--- config.mk ---
export PLATFORM = sky130hd
export DESIGN_NAME = cod_mac
export DESIGN_NICKNAME = d
export VERILOG_FILES = /design/src/rtl/cod_pkg.sv /design/src/rtl/cod_mac.sv
export SDC_FILE = /design/constraint.sdc
export NUM_CORES = 2
export LEC_CHECK = 0
export BUFFER_PORTS_ARGS = -buffer_cell sky130_fd_sc_hd__buf_2
export CAP_MARGIN = 20
export CELL_PAD_IN_SITES_DETAIL_PLACEMENT = 1
export CELL_PAD_IN_SITES_GLOBAL_PLACEMENT = 2
export CORE_ASPECT_RATIO = 0.6
export CORE_MARGIN = 5
export CORE_UTILIZATION = 43
export DETAILED_ROUTE_END_ITERATION = 10
export HOLD_SLACK_MARGIN = 0.12
export PLACE_DENSITY_LB_ADDON = 0.1
export REMOVE_ABC_BUFFERS = 1
export SYNTH_ARGS = -nofsm -noshare
export SYNTH_HDL_FRONTEND = slang
export SYNTH_SLANG_ARGS = --single-unit
export TNS_END_PERCENT = 50
--- constraint.sdc ---
create_clock -name clk -period 22.2 [get_ports clk]
set_input_delay 2.22 -clock clk [delete_from_list [all_inputs] [get_ports clk]]
set_output_delay 2.22 -clock clk [all_outputs]
set_load 0.01 [all_outputs]
--- src/rtl/cod_pkg.sv ---
// Shared widths, constants and control types of the contrast onset detector.
// No dependencies; every file but the assertion header imports it.
package cod_pkg;

  localparam int MAX_POINTS = 256;

  localparam int SAMPLE_W = 16;
  localparam int INDEX_W  = 8;
  localparam int THR_W    = 6;
  localparam int CNT_W    = 9;
  localparam int SUM_W    = 24;
  localparam int SUMSQ_W  = 40;

  localparam int OPA_W  = 64;
  localparam int OPB_W  = 32;
  localparam int DIG_W  = 16;
  localparam int ACC_W  = 72;
  localparam int PROD_W = OPA_W + DIG_W;

  localparam logic [THR_W-1:0]   THR_RESET   = THR_W'(10);
  localparam logic [INDEX_W-1:0] ONSET_RESET = INDEX_W'(2);
  localparam logic [CNT_W-1:0]   CNT_LIMIT   = CNT_W'(MAX_POINTS);

  typedef struct packed {
    logic en;
    logic first;
    logic sub;
    logic hi;
  } mac_ctl_t;

endpackage

--- src/rtl/cod_mac.sv ---
// Shared multiply-accumulate unit: 64-bit operand times one 16-bit digit per cycle while ctl.en is set.
// Depends on cod_pkg.
module cod_mac import cod_pkg::*; (
  input  logic             clk,
  input  mac_ctl_t         ctl,
  input  logic [OPA_W-1:0] a_op,
  input  logic [DIG_W-1:0] digit,
  input  logic [ACC_W-1:0] init,
  output logic [ACC_W-1:0] acc_r
);

  logic [PROD_W-1:0] prod;
  logic [ACC_W-1:0]  addend;
  logic [ACC_W-1:0]  base;
  logic [ACC_W-1:0]  acc_nxt;

  always_comb begin
    prod    = PROD_W'(a_op) * PROD_W'(digit);
    addend  = ctl.hi ? {prod[ACC_W-DIG_W-1:0], {DIG_W{1'b0}}} : prod[ACC_W-1:0];
    base    = ctl.first ? init : acc_r;
    acc_nxt = ctl.sub ? (base - addend) : (base + addend);
  end

  always_ff @(posedge clk) begin
    if (ctl.en) begin
      acc_r <= acc_nxt;
    end
  end

endmodule

==> impl_metrics.ini <==
[die]
dieWidth_um = 407
ios = 229
dieArea_um2 = 101000
start_util_pct = 43.3
std_cell_rows = 87
core-area_um2 = 93900
die-height_um = 248

[cells_and_area]
nFillCells = 11200
largestRegisters = acc_r (72)
area_growth_pct = 5.41
largest_reg_flops = 72
nets = 6043
fin_cells = 6107
top_register = acc_r
antenna_cells = 0
drive_above_1_share_pct = 8.13

[synth]
ys_ff_latch = 72
synth_top_area_share_pct = 41.4
netlist_area_um2 = 40700
synth_edf_count = 72
synthDistinctLibCells = 97
synth_warnings = 0
avgSynthCellArea_um2 = 8.37
ys_seq_area_share_pct = 5.31
syn_inst = 4859
synth-async-reset-ratio_pct = 0
synth_top_area_cell = fa_1
yosys-top-cells-area = fa_1 41%, inv_1 8.2%, nand2_1 7.9%, ha_1 5.8%, edfxtp_1 5.3%
synth_ff_type = edfxtp_1

[worst_setup_path]
crit_arrival_ns = 15.00
reg2regPathDepth = 14
crit_required_ns = 22.31
critPathLaunchType = primary input
setup.worst_path.end_class = flip-flop
cp_slowest_cell = o311ai_1
cpMostUsedCell = fa_1
slowest_delay_ns = 0.91
worst-setup-path-type = primary input to flip-flop
cp_max_fo = 45

[detailed_routing]
final_antenna_net_count = 0
wl_um = 138000
via_per_inst = 5.50
drt_iter0_markers = 2118
routed-via-count = 33600
drt_first_pass_iters = 5
drc = 0
wl_per_cell_um = 22.6

[global_route]
grt_pass1_wl_um = 219000
antenna_found_initial = 0
grt_usage_pct = 27.7
grt_overflow_total = 0
grt_pass1_vias = 36500
grt_max_degree = 78

[placed_design]
gp_congestion = 0.871
dp_cells = 6091
io_buffers = 228
dp_hpwl_um = 112000

[timing]
rsz0062_at_grt = no
period_needed_ns = 14.89
worst-slew-pin-transition_ns = 1.11
max_slew_margin_pct = 25.0
fin_crit_sh_pct = 67.1
finalSetupViolCount = 0
final.setup_skew_ns = 0.0149
finalHoldViolations = 0
fmax_mhz = 67.2
drv_slew = 0
tns_ns = 0

[cts]
cts-root-buf = clkbuf_16
clock_sinks = 72
cts_setup_buffers = 0
insertion_delay_ns = 0.36
clk_path_buf_depth = 2
clkTransAtPathRegs_ns = 0.07
cts_max_level = 3
cts_made_buffers = 9
cts_resized = 0
cts_tree = built
holdBufCountCts = 0

[job]
cap_violations = 0

[hold_path]
min_path_type = flip-flop to flip-flop
min_delay_path_depth = 2

[status]
status = finished clean
-- cell usage after synthesis, types with 11 or more instances --
master / n
a211oi_1: 20
a21o_1: 83
a21oi_1: 225
a31oi_1: 43
and2_1: 301
and3_1: 20
and4_1: 11
buf_2: 21
clkbuf_1: 236
edfxtp_1: 72
fa_1: 841
ha_1: 189
inv_1: 894
mux2_2: 74
mux2i_1: 20
nand2_1: 857
nand2b_1: 15
nand3_1: 39
nand4_1: 43
nor2_1: 171
nor2b_1: 26
nor3_1: 48
o211ai_1: 20
o21a_1: 27
o21ai_0: 116
o21ai_1: 12
o21bai_1: 26
o31ai_1: 16
or2_2: 12
or3_1: 13
xnor2_1: 105
xor2_1: 85
-- cell usage in the layout, fill, tap and decap left out, types with 27 or more instances in the layout --
| cell type | n |
|---|---|
| nand2_1 | 857 |
| mux2_2 | 74 |
| ha_1 | 189 |
| a21oi_1 | 225 |
| a31oi_1 | 43 |
| xnor2_1 | 105 |
| a21o_1 | 83 |
| buf_2 | 226 |
| nand4_1 | 43 |
| fa_1 | 841 |
| and2_1 | 301 |
| o21ai_0 | 116 |
| inv_1 | 893 |
| o21a_1 | 27 |
| buf_4 | 28 |
| nand3_1 | 39 |
| nor3_1 | 48 |
| edfxtp_1 | 72 |
| xor2_1 | 85 |
| nor2_1 | 171 |
-- path summary, 6_finish.rpt --
path,slack [ns],end,from
worst max register to register,16.86,acc_r[71],acc_r[6]
worst max-delay path,7.31,acc_r[71],digit[1]
worst min-delay path,0.78,acc_r[1],acc_r[1]
worst min register to register,0.78,acc_r[1],acc_r[1]
-- metal layers --
metal / track usage [%] / wire length [µm]
met1: 43.8 / 69300
met2: 42.7 / 60100
met3: 3.49 / 7870
met4: 1.31 / 628
met5: 0 / 0
-- layout make-up --
type / count / area [µm²] / area share [%]
Inverter: 894 / 3360 / 7.83
Tap cell: 1246 / 1560 / 3.64
Multi-Input combinational cell: 3625 / 34100 / 79.6
Timing Repair Buffer: 254 / 1340 / 3.13
Sequential cell: 72 / 2160 / 5.04
Clock inverter: 6 / 108 / 0.251
Clock buffer: 10 / 229 / 0.534
-- metrics by stage --
step / cell area (µm²) / setup slack [ns] / utilization [%] / hold WS, ns
3_3_place_gp: 42500 / 7.37 / 45.3 / 0.784
2_1_floorplan: 39600 / 10.64 / - / 0.801
6_report: 42900 / 7.31 / 45.6 / 0.783
5_1_grt: 42900 / 6.74 / 45.6 / 0.834
4_1_cts: 42900 / 7.55 / 45.6 / 0.802
3_5_place_dp: 42500 / 7.23 / 45.3 / 0.786
-- worst max-delay path, delay by kind of cell --
| kind | cells | cell delay, ns |
|---|---|---|
| XOR/XNOR | 2 | 0.57 |
| adder cells (fa/ha/maj) | 8 | 4.02 |
| buffers and inverters | 7 | 1.40 |
| AO/OA/AOI/OAI | 12 | 4.10 |
| AND/OR/NAND/NOR | 9 | 2.55 |
-- logic make-up (layout without fill, tap and decap cells) --
kind of cell             count (synthesis)  count (layout)  share of synthesized area [%]
flip-flops                              72              72                           5.31
buffers and inverters                 1162            1164                           10.8
AND/OR/NAND/NOR                       1594            1594                           18.3
XOR/XNOR                               192             192                           4.19
adder cells (fa/ha/maj)               1030            1030                           47.2
AO/OA/AOI/OAI                          715             715                           11.6
multiplexers                            94              94                           2.54
Power is left out: the tool's default activity adds up to more than one toggle a clock period on the data nets, which glitch-free logic cannot reach.
